**config.mk**
```make
export PLATFORM = sky130hd
export DESIGN_NAME = diffie_hellman_modexp
export DESIGN_NICKNAME = d
export VERILOG_FILES = /design/src/rtl/dhm_pkg.sv /design/src/rtl/dhm_mulmod.sv /design/src/rtl/diffie_hellman_modexp.sv
export SDC_FILE = /design/constraint.sdc
export NUM_CORES = 2
export LEC_CHECK = 0
export ABC_AREA = 1
export BUFFER_PORTS_ARGS = -buffer_cell sky130_fd_sc_hd__buf_4
export CAP_MARGIN = 20
export CORE_ASPECT_RATIO = 1.4
export CORE_UTILIZATION = 55
export CTS_CLUSTER_DIAMETER = 150
export DETAILED_ROUTE_END_ITERATION = 6
export PLACE_DENSITY_LB_ADDON = 0.1
export SLEW_MARGIN = 15
export SYNTH_ARGS = -nofsm -noshare
export SYNTH_HDL_FRONTEND = slang
export SYNTH_SLANG_ARGS = --single-unit
```
**constraint.sdc**
```tcl
create_clock -name clk -period 10.15 [get_ports clk]
set_input_delay 1.015 -clock clk [delete_from_list [all_inputs] [get_ports clk]]
set_output_delay 1.015 -clock clk [all_outputs]
set_load 0.03 [all_outputs]
```
**src/rtl/dhm_pkg.sv**
```systemverilog
// Shared constants and types for the Diffie-Hellman modular exponentiation engine.
`timescale 1ns / 1ps

package dhm_pkg;

    // Width of the modulus and operands actually used; port fields stay FIELD_W wide.
    localparam int KEY_BITS = 64;
    localparam int FIELD_W  = 64;
    localparam int CNT_W    = (KEY_BITS > 1) ? $clog2(KEY_BITS) : 1;
    localparam int CFG_IDX_W = 2;

    localparam logic [KEY_BITS-1:0] MIN_MODULUS = KEY_BITS'(5);
    localparam logic [KEY_BITS-1:0] KEY_ONE     = KEY_BITS'(1);
    localparam logic [CNT_W-1:0]    CNT_LAST    = CNT_W'(KEY_BITS - 1);

    // Configuration register indexes.
    localparam logic [CFG_IDX_W-1:0] CFG_MODULUS   = 2'd0;
    localparam logic [CFG_IDX_W-1:0] CFG_GENERATOR = 2'd1;
    localparam logic [CFG_IDX_W-1:0] CFG_EXPONENT  = 2'd2;

    // Result status codes.
    localparam logic [1:0] STATUS_OK         = 2'd0;
    localparam logic [1:0] STATUS_BAD_PEER   = 2'd1;
    localparam logic [1:0] STATUS_BAD_PARAMS = 2'd2;

    // Status of a modular multiplier toward the sequencer.
    typedef struct packed {
        logic busy;
        logic done;
    } mul_status_t;

endpackage

```
**src/rtl/dhm_mulmod.sv**
```systemverilog
// Bit-serial modular multiplier: multiplier bits are taken MSB first, each in a double phase and an add phase.
`timescale 1ns / 1ps

module dhm_mulmod (
    input  logic                          clk,
    input  logic                          rst_n,
    input  logic                          start,
    input  logic [dhm_pkg::KEY_BITS-1:0]  a,
    input  logic [dhm_pkg::KEY_BITS-1:0]  b,
    input  logic [dhm_pkg::KEY_BITS-1:0]  m,
    output dhm_pkg::mul_status_t          stat,
    output logic [dhm_pkg::KEY_BITS-1:0]  product
);
    import dhm_pkg::*;

    logic [KEY_BITS-1:0] acc_reg, acc_next;
    logic [KEY_BITS-1:0] a_reg;
    logic [KEY_BITS-1:0] b_sh_reg, b_sh_next;
    logic [KEY_BITS-1:0] m_reg;
    logic [CNT_W-1:0]    cnt_reg, cnt_next;
    logic                phase_reg, phase_next;
    logic                busy_reg, busy_next;
    logic                done_reg, done_next;

    logic [KEY_BITS-1:0] addend;
    logic [KEY_BITS:0]   sum;
    logic [KEY_BITS:0]   reduced;

    // Phase 0 doubles the accumulator, phase 1 adds a when the current bit of b is set.
    // Both operands are below m, so one conditional subtract keeps the sum reduced.
    assign addend  = phase_reg ? a_reg : acc_reg;
    assign sum     = {1'b0, acc_reg} + {1'b0, addend};
    assign reduced = (sum >= {1'b0, m_reg}) ? (sum - {1'b0, m_reg}) : sum;

    always_comb
    begin
        acc_next   = acc_reg;
        b_sh_next  = b_sh_reg;
        cnt_next   = cnt_reg;
        phase_next = phase_reg;
        busy_next  = busy_reg;
        done_next  = 1'b0;
        if (start)
        begin
            acc_next   = '0;
            b_sh_next  = b;
            cnt_next   = '0;
            phase_next = 1'b0;
            busy_next  = 1'b1;
        end
        else if (busy_reg)
        begin
            if (!phase_reg)
            begin
                acc_next   = reduced[KEY_BITS-1:0];
                phase_next = 1'b1;
            end
            else
            begin
                if (b_sh_reg[KEY_BITS-1])
                begin
                    acc_next = reduced[KEY_BITS-1:0];
                end
                b_sh_next  = b_sh_reg << 1;
                phase_next = 1'b0;
                cnt_next   = cnt_reg + 1'b1;
                if (cnt_reg == CNT_LAST)
                begin
                    busy_next = 1'b0;
                    done_next = 1'b1;
                end
            end
        end
    end

    always_ff @(posedge clk or negedge rst_n)
    begin
        if (!rst_n)
        begin
            busy_reg  <= 1'b0;
            done_reg  <= 1'b0;
            phase_reg <= 1'b0;
            cnt_reg   <= '0;
        end
        else
        begin
            busy_reg  <= busy_next;
            done_reg  <= done_next;
            phase_reg <= phase_next;
            cnt_reg   <= cnt_next;
        end
    end

    always_ff @(posedge clk)
    begin
        acc_reg  <= acc_next;
        b_sh_reg <= b_sh_next;
        if (start)
        begin
            a_reg <= a;
            m_reg <= m;
        end
    end

    assign stat.busy = busy_reg;
    assign stat.done = done_reg;
    assign product   = acc_reg;

endmodule

```
**src/rtl/diffie_hellman_modexp.sv**
```systemverilog
// Top level of the Diffie-Hellman modular exponentiation engine.
`timescale 1ns / 1ps

// A request computes generator^x mod p (kind 0) or peer_value^x mod p (kind 1), with x the
// private exponent register. Exponentiation is square-and-multiply over the exponent bits,
// least significant first; each round runs the square and the conditional multiply side by
// side on two bit-serial modular multipliers. Requests rejected for bad parameters or a bad
// peer value skip the multipliers and finish with a zero key. Configuration must be written
// only while the engine is idle; the block itself does not enforce this. A new request is
// taken while the previous result waits on the output.
module diffie_hellman_modexp (
    input  logic                              clk,
    input  logic                              rst_n,
    input  logic                              cfg_we,
    input  logic [dhm_pkg::CFG_IDX_W-1:0]     cfg_index,
    input  logic [dhm_pkg::FIELD_W-1:0]       cfg_data,
    input  logic                              in_valid,
    output logic                              in_ready,
    input  logic                              kind,
    input  logic [dhm_pkg::FIELD_W-1:0]       peer_value,
    output logic                              out_valid,
    input  logic                              out_ready,
    output logic [dhm_pkg::FIELD_W-1:0]       key_value,
    output logic [1:0]                        status
);
    import dhm_pkg::*;

    typedef enum logic [3:0] {
        S_IDLE   = 4'b0001,
        S_START  = 4'b0010,
        S_WAIT   = 4'b0100,
        S_FINISH = 4'b1000
    } state_t;

    state_t state_reg, state_next;

    logic [KEY_BITS-1:0] modulus_reg, generator_reg, exponent_reg;
    logic [KEY_BITS-1:0] m_reg, m_next;
    logic [KEY_BITS-1:0] r_reg, r_next;
    logic [KEY_BITS-1:0] bb_reg, bb_next;
    logic [KEY_BITS-1:0] e_sh_reg, e_sh_next;
    logic [CNT_W-1:0]    round_reg, round_next;
    logic [1:0]          st_reg, st_next;

    logic                out_valid_reg, out_valid_next;
    logic [KEY_BITS-1:0] key_out_reg, key_out_next;
    logic [1:0]          status_out_reg, status_out_next;

    logic                in_xfer;
    logic                out_free;
    logic                mul_start;
    logic [KEY_BITS-1:0] peer_k;
    logic                bad_params;
    logic                bad_peer;
    logic [1:0]          req_status;

    mul_status_t         mul_r_stat, mul_b_stat;
    logic [KEY_BITS-1:0] mul_r_product, mul_b_product;

    // Configuration registers keep only the bits the arithmetic uses.
    always_ff @(posedge clk or negedge rst_n)
    begin
        if (!rst_n)
        begin
            modulus_reg   <= '0;
            generator_reg <= '0;
            exponent_reg  <= '0;
        end
        else if (cfg_we)
        begin
            unique case (cfg_index)
                CFG_MODULUS:   modulus_reg   <= cfg_data[KEY_BITS-1:0];
                CFG_GENERATOR: generator_reg <= cfg_data[KEY_BITS-1:0];
                CFG_EXPONENT:  exponent_reg  <= cfg_data[KEY_BITS-1:0];
                default:       ;
            endcase
        end
    end

    assign peer_k     = peer_value[KEY_BITS-1:0];
    assign bad_params = (modulus_reg < MIN_MODULUS) || (generator_reg <= KEY_ONE)
                        || (generator_reg >= modulus_reg);
    assign bad_peer   = kind && ((peer_k <= KEY_ONE) || (peer_k >= modulus_reg));
    assign req_status = bad_params ? STATUS_BAD_PARAMS
                      : (bad_peer ? STATUS_BAD_PEER : STATUS_OK);

    assign in_ready  = (state_reg == S_IDLE);
    assign in_xfer   = in_valid && in_ready;
    assign out_free  = !out_valid_reg || out_ready;
    assign mul_start = (state_reg == S_START);

    dhm_mulmod u_mul_r (
        .clk     (clk),
        .rst_n   (rst_n),
        .start   (mul_start),
        .a       (r_reg),
        .b       (bb_reg),
        .m       (m_reg),
        .stat    (mul_r_stat),
        .product (mul_r_product)
    );

    dhm_mulmod u_mul_b (
        .clk     (clk),
        .rst_n   (rst_n),
        .start   (mul_start),
        .a       (bb_reg),
        .b       (bb_reg),
        .m       (m_reg),
        .stat    (mul_b_stat),
        .product (mul_b_product)
    );

    always_comb
    begin
        state_next      = state_reg;
        m_next          = m_reg;
        r_next          = r_reg;
        bb_next         = bb_reg;
        e_sh_next       = e_sh_reg;
        round_next      = round_reg;
        st_next         = st_reg;
        out_valid_next  = out_valid_reg && !out_ready;
        key_out_next    = key_out_reg;
        status_out_next = status_out_reg;
        unique case (state_reg)
            S_IDLE:
            begin
                if (in_xfer)
                begin
                    m_next     = modulus_reg;
                    r_next     = (req_status == STATUS_OK) ? KEY_ONE : '0;
                    bb_next    = kind ? peer_k : generator_reg;
                    e_sh_next  = exponent_reg;
                    round_next = '0;
                    st_next    = req_status;
                    state_next = (req_status == STATUS_OK) ? S_START : S_FINISH;
                end
            end
            S_START:
            begin
                state_next = S_WAIT;
            end
            S_WAIT:
            begin
                if (mul_r_stat.done)
                begin
                    if (e_sh_reg[0])
                    begin
                        r_next = mul_r_product;
                    end
                    bb_next    = mul_b_product;
                    e_sh_next  = e_sh_reg >> 1;
                    round_next = round_reg + 1'b1;
                    state_next = (round_reg == CNT_LAST) ? S_FINISH : S_START;
                end
            end
            S_FINISH:
            begin
                if (out_free)
                begin
                    out_valid_next  = 1'b1;
                    key_out_next    = r_reg;
                    status_out_next = st_reg;
                    state_next      = S_IDLE;
                end
            end
            default:
            begin
                state_next = S_IDLE;
            end
        endcase
    end

    always_ff @(posedge clk or negedge rst_n)
    begin
        if (!rst_n)
        begin
            state_reg     <= S_IDLE;
            out_valid_reg <= 1'b0;
            round_reg     <= '0;
        end
        else
        begin
            state_reg     <= state_next;
            out_valid_reg <= out_valid_next;
            round_reg     <= round_next;
        end
    end

    always_ff @(posedge clk)
    begin
        m_reg          <= m_next;
        r_reg          <= r_next;
        bb_reg         <= bb_next;
        e_sh_reg       <= e_sh_next;
        st_reg         <= st_next;
        key_out_reg    <= key_out_next;
        status_out_reg <= status_out_next;
    end

    assign out_valid = out_valid_reg;
    assign key_value = FIELD_W'(key_out_reg);
    assign status    = status_out_reg;

    // The two multipliers are started together and must finish together.
    a_mul_lockstep: assert property (@(posedge clk) disable iff (!rst_n)
        (mul_r_stat.done == mul_b_stat.done) && (mul_r_stat.busy == mul_b_stat.busy))
        else $error("multipliers out of step");

    // A multiplier result only arrives while the sequencer waits for it.
    a_done_in_wait: assert property (@(posedge clk) disable iff (!rst_n)
        mul_r_stat.done |-> (state_reg == S_WAIT))
        else $error("multiplier result outside wait state");

    // A rejected request carries a zero key.
    a_zero_on_error: assert property (@(posedge clk) disable iff (!rst_n)
        (out_valid && (status != STATUS_OK)) |-> (key_value == '0))
        else $error("nonzero key with error status");

    // A good key is fully reduced modulo p.
    a_key_reduced: assert property (@(posedge clk) disable iff (!rst_n)
        (out_valid && (status == STATUS_OK)) |-> (key_out_reg < modulus_reg))
        else $error("key not reduced");

endmodule
```
-- Word-level counts from Yosys, hierarchy flattened
Index checks and enable logic that the tools add are counted.
- add/sub/neg operators: 7
- reductions and logical operators: 28
- eq/ne operators: 15
- multiplexer cells: 63
- order comparisons: 7
- operators with widths (kind ; count):
    $mux W64 ; 22
    $pmux W64 S2 ; 3
    $add A64 B64 Y65 ; 2
    $ge A65 B64 Y1 ; 2
    $ge A64 B64 Y1 ; 2
    $le A64 B1 Y1 const B ; 2
    $sub A64 B64 Y64 ; 2
    $lt A64 B3 Y1 const B ; 1
    $mux W6 ; 8
    $mux W1 ; 22
    $mux W4 ; 5
    $add A6 B1 Y6 const B ; 3
    $eq A6 B6 Y1 const B ; 3
    $reduce_and A2 Y1 ; 9
    $pmux W4 S4 ; 1
    $pmux W6 S2 ; 1
    $reduce_bool A2 Y1 ; 5
    $ne A2 B1 Y1 const B ; 4
    $reduce_and A3 Y1 ; 2
    $eq A4 B1 Y1 const B ; 1
    $eq A4 B2 Y1 const B ; 1
    $eq A4 B3 Y1 const B ; 1
    $eq A4 B4 Y1 const B ; 1
    $logic_not A2 Y1 ; 2
    other kinds (8) ; 15
- output and inout port bits: 68
- register bits: 992

-- Depth between registers and ports, before layout
- word-level depth: 9
- depth in mapped cells: 37

-- Cells and area by module
A second synthesis with hierarchy kept.
- cell total of the unflattened synthesis: 9334
- area total of the unflattened synthesis: 68803.5 µm²
- by module, submodules not included (module ; seq. area each (µm²) ; area an instance (µm²) ; cells an instance ; times used):
    diffie_hellman_modexp ; 14810.5 ; 23841.6 ; 2454 ; 1
    dhm_mulmod at u_mul_r ; 7272.0 ; 23003.3 ; 3609 ; 1
    dhm_mulmod at u_mul_b ; 7272.0 ; 21958.6 ; 3271 ; 1

-- Least setup slack after synthesis
OpenSTA, ideal clock, no wires.
- kind: register to register
- start: register state_reg[0]
- end: register round_reg[5]
- library setup time: 0.126 ns
- period minus slack after synthesis: 7.949 ns
- stages on the path, launching flop included: 14
- arrival: 7.823 ns
- buffers on the path: 0
- setup slack: 2.201 ns
- cell sequence: dfstp_2 > inv_2 > nor3_4 > inv_2 > nor2_1 > inv_1 > nand2_1 > inv_2 > nor2_1 > nand3_1 > nor2_1 > nand2_1 > o21ai_1 > a21oi_1
- word-level cells in the longest chain between the ends: 4
- elaborated cells between the ends (all ways): 8
- classes of those cells: 4 x eq/ne; 1 x mux; 3 x reduce/logical
- RTL lines (what ; line ; source):
    start, declared ; diffie_hellman_modexp.sv:35 ; state_t state_reg, state_next;
    start signal, assigned ; diffie_hellman_modexp.sv:185 ; state_reg <= state_next;
    $eq A4 B1 Y1 * ; diffie_hellman_modexp.sv:87 ; assign in_ready = (state_reg == S_IDLE);
    net in_ready ; diffie_hellman_modexp.sv:18 ; output logic in_ready,
    $logic_and A1 B1 Y1 ; diffie_hellman_modexp.sv:88 ; assign in_xfer = in_valid && in_ready;
    $ne A2 B1 Y1 (no source line) ; -- ;
    $reduce_and A3 Y1 (no source line) ; -- ;
    end signal, assigned ; diffie_hellman_modexp.sv:187 ; round_reg <= round_next;
    end, declared ; diffie_hellman_modexp.sv:42 ; logic [CNT_W-1:0] round_reg, round_next;
The timed path passes the listed nets; every way through them passes the cells marked *.
A chain may end at the register's enable or synchronous reset.

-- Worst setup path after layout
- start: register u_mul_b.phase_reg
- end: register u_mul_b.acc_reg[54], in the netlist u_mul_b.product[54]
- word-level cells in the longest chain between the ends: 6
- elaborated cells between the ends (all ways): 9
- classes of those cells: 2 x add/sub; 1 x order compare; 1 x eq/ne; 4 x mux; 1 x reduce/logical
- RTL lines (what ; line ; source):
    start, declared ; dhm_mulmod.sv:21 ; logic phase_reg, phase_next;
    start signal, assigned ; dhm_mulmod.sv:89 ; phase_reg <= phase_next;
    $mux W64 ; dhm_mulmod.sv:31 ; assign addend = phase_reg ? a_reg : acc_reg;
    $add A64 B64 Y65 ; dhm_mulmod.sv:32 ; assign sum = {1'b0, acc_reg} + {1'b0, addend};
    $sub A64 B64 Y64 or $ge A65 B64 Y1 (tied branches) ; dhm_mulmod.sv:33 ; assign reduced = (sum >= {1'b0, m_reg}) ? (sum - {1'b0, m_reg}) : sum;
    $mux W64 ; dhm_mulmod.sv:33 ;
    $mux W64 ; dhm_mulmod.sv:60 ; if (b_sh_reg[KEY_BITS-1])
    $mux W64 ; dhm_mulmod.sv:53 ; if (!phase_reg)
    end signal, assigned ; dhm_mulmod.sv:96 ; acc_reg <= acc_next;
    end, declared ; dhm_mulmod.sv:16 ; logic [KEY_BITS-1:0] acc_reg, acc_next;
Several ways; a longest one is shown, not always the timed one. The select of a mux whose other input is x is not followed.

==> results.toml <==
[timing]
rsz0062_at_grt = "false"
slew_violations = 0
worst_pin_slew_ns = 1.36
hold_viol = 0
setup_tns_ns = 0
min_period_ns = 8.48
finClkSkew_ns = 0.0235
relSlewSlack_pct = 8.99
period_share_pct = 83.5
setup_viol = 0
fmax_mhz = 118

[global_routing]
grt-ovfl-total = 0
antenna_found_initial = 9
grt_use_total_pct = 42.1
grt_pass1_vias = 61300
grt_start_max_net_pins = 146
grt_pass1_wl_um = 371000

[setup_path]
critPathCaptureType = "register"
slowest_delay_ns = 0.73
timing.rr.start = "u_mul_b.phase_reg$_DFFE_PN0P_"
r2r-end = "u_mul_b.product[54]$_SDFFE_PP0P_"
r2r_setup_slack_ns = 1.67
crit_arrival_ns = 9.17
cp-start-kind = "register"
cp_common_cell = "nand2_1"
crit_type = "reg2reg"
reg2regPathDepth = 30
cp_max_fo = 100
cp_slowest_cell = "nor3_1"
crit_required_ns = 10.85

[synth]
post-synth-top-area-fraction_pct = 29.6
synth_edf_count = 644
synth_seq_cells = 992
async_flop_share_pct = 22.2
yosysWarnings = 0
yosys.area.top_type = "edfxtp_1"
synth_area_um2 = 65400
syn_avg_cell_area_um2 = 7.15
ys_types = 52
synth.area.top_cells = "edfxtp_1 30%, nand2_1 19%, inv_1 8.6%, dfrtp_1 8.4%, ha_1 7.4%"
seq_area_frac_synth_pct = 41.9
syn_inst = 9143
synth-main-ff-cell = "edfxtp_1"
syn_nets = 9670

[layout]
final_cell_mix = "3246 x nand2_1, 1493 x inv_1, 647 x nor2_1"
syn2layout_area_growth_pct = 9.54
drive_gt1_share_pct = 5.37
final_common_cell = "nand2_1"
fin_nets = 9790

[floorplanning]
io_pins = 204
dieHeight_um = 410
core.rowCount = 149
dieArea_um2 = 120000
die_w_um = 293
core_area_um2 = 118000
initial_core_util_pct = 55.5

[drt]
drt_iter0_drc = 5820
post_drt_wl_per_cell_um = 23.3
viasPerCell = 5.69
ant_nets = 0
vias = 62200
wl_um = 255000
remaining_drc_errors = 1
dr.pass1.iters = 7

[clocking]
path_clk_slew_ns = 0.06
htree_levels = 3
cts_tree = "done"
clockBufferDepth = 3
hold_buffers = 0
cts.sinks = 992
postCtsSetupRepairBufs = 0
worstSkewPairLatency_ns = 0.76
cts_root_buf = "clkbuf_16"
ctsResizeCount = 0
cts_buffers = 94

[placed_design]
gp_congestion = 1.16
place.port_buffers = 203
dp_hpwl_um = 202000

[status]
violations = "DRC"
status = "finished with violations"

[flow_run]
maxCapViolations = 0

[min_path]
hold_class = "in2async"
==> cells in the mapped netlist (all sizes together) (7+ instances only) <==
cell type and count:
a21o 13, a21oi 473, a31oi 7, and2 11
buf 42, clkbuf 181, dfrtp 219, dfxtp 128
edfxtp 644, ha 387, inv 1548, nand2 3256
nand3 497, nand3b 44, nand4 109, nor2 657
nor3 76, nor4 29, o211ai 32, o21a 11
o21ai 567, o21bai 50, or2 8, xnor2 43
xor2 84
==> worst max-delay path: cells and delay by family, from the launching register on <==
kind	cells	cell delay [ns]
simple gates	20	4.43
flops	1	0.61
compound gates	1	0.29
xor+xnor	1	0.28
fa+ha+maj	2	0.76
buf+inv	6	1.87
==> cell type report <==
type / instances / area (µm²)
inverters: 1553 / 5840
repair buffers: 247 / 1890
fillers: 10700 / 46200
diodes: 2 / 5.00
clock buffers: 134 / 2710
clock inverters: 43 / 484
well taps: 1585 / 1980
multi-input cells: 6375 / 31300
flip-flops and latches: 992 / 27400
==> how the worst max path moves through the flow <==
stage / to / slack (ns) / start / depth (start not counted)
floorplan: round_reg[5]$_DFFE_PN0P_ / 2.20 / state_reg[0]$_DFFE_PN1P_ / 13
global placement: u_mul_b.product[51]$_SDFFE_PP0P_ / 2.31 / u_mul_b.phase_reg$_DFFE_PN0P_ / 30
CTS: u_mul_b.product[51]$_SDFFE_PP0P_ / 2.26 / u_mul_b.phase_reg$_DFFE_PN0P_ / 30
global route: u_mul_b.product[51]$_SDFFE_PP0P_ / 1.35 / u_mul_b.phase_reg$_DFFE_PN0P_ / 30
detailed placement: u_mul_b.product[51]$_SDFFE_PP0P_ / 2.30 / u_mul_b.phase_reg$_DFFE_PN0P_ / 30
finish: u_mul_b.product[54]$_SDFFE_PP0P_ / 1.67 / u_mul_b.phase_reg$_DFFE_PN0P_ / 30
==> routing by layer <==
layer	share of wire, %	vias up	GRT usage (%)	routed length [µm]
met5	0.047	-	0	119
met4	12	16	41.8	30200
met3	7.2	950	7.58	18300
met2	48	2966	72.5	123000
met1	32	28800	42.1	82600
li1	-	29400	-	-
==> kinds of logic after synthesis <==
family | count (synthesis) | share of synthesized area, %
adder cells (fa/ha/maj) | 391 | 7.53
AO/OA/AOI/OAI | 1158 | 9.32
flip-flops | 992 | 41.9
AND/OR/NAND/NOR | 4699 | 29.2
XOR/XNOR | 127 | 1.70
buffers and inverters | 1776 | 10.4
==> per-stage QoR <==
stage / util [%] / hold slack [ns] / cells / setup WS (ns) / instance area (µm²)
floorplan: - / 0.400 / 9143 / 2.20 / 65400
global placement: 58.1 / 0.402 / 10800 / 2.31 / 68400
detailed placement: 58.1 / 0.405 / 10800 / 2.30 / 68400
CTS: 60.8 / 0.291 / 10900 / 2.26 / 71600
global route: 60.8 / 0.365 / 10900 / 1.35 / 71600
finish: 60.8 / 0.269 / 10900 / 1.67 / 71600
Power is not shown: default switching activity piles up to over one toggle a cycle in this logic, so the estimate is an artifact.
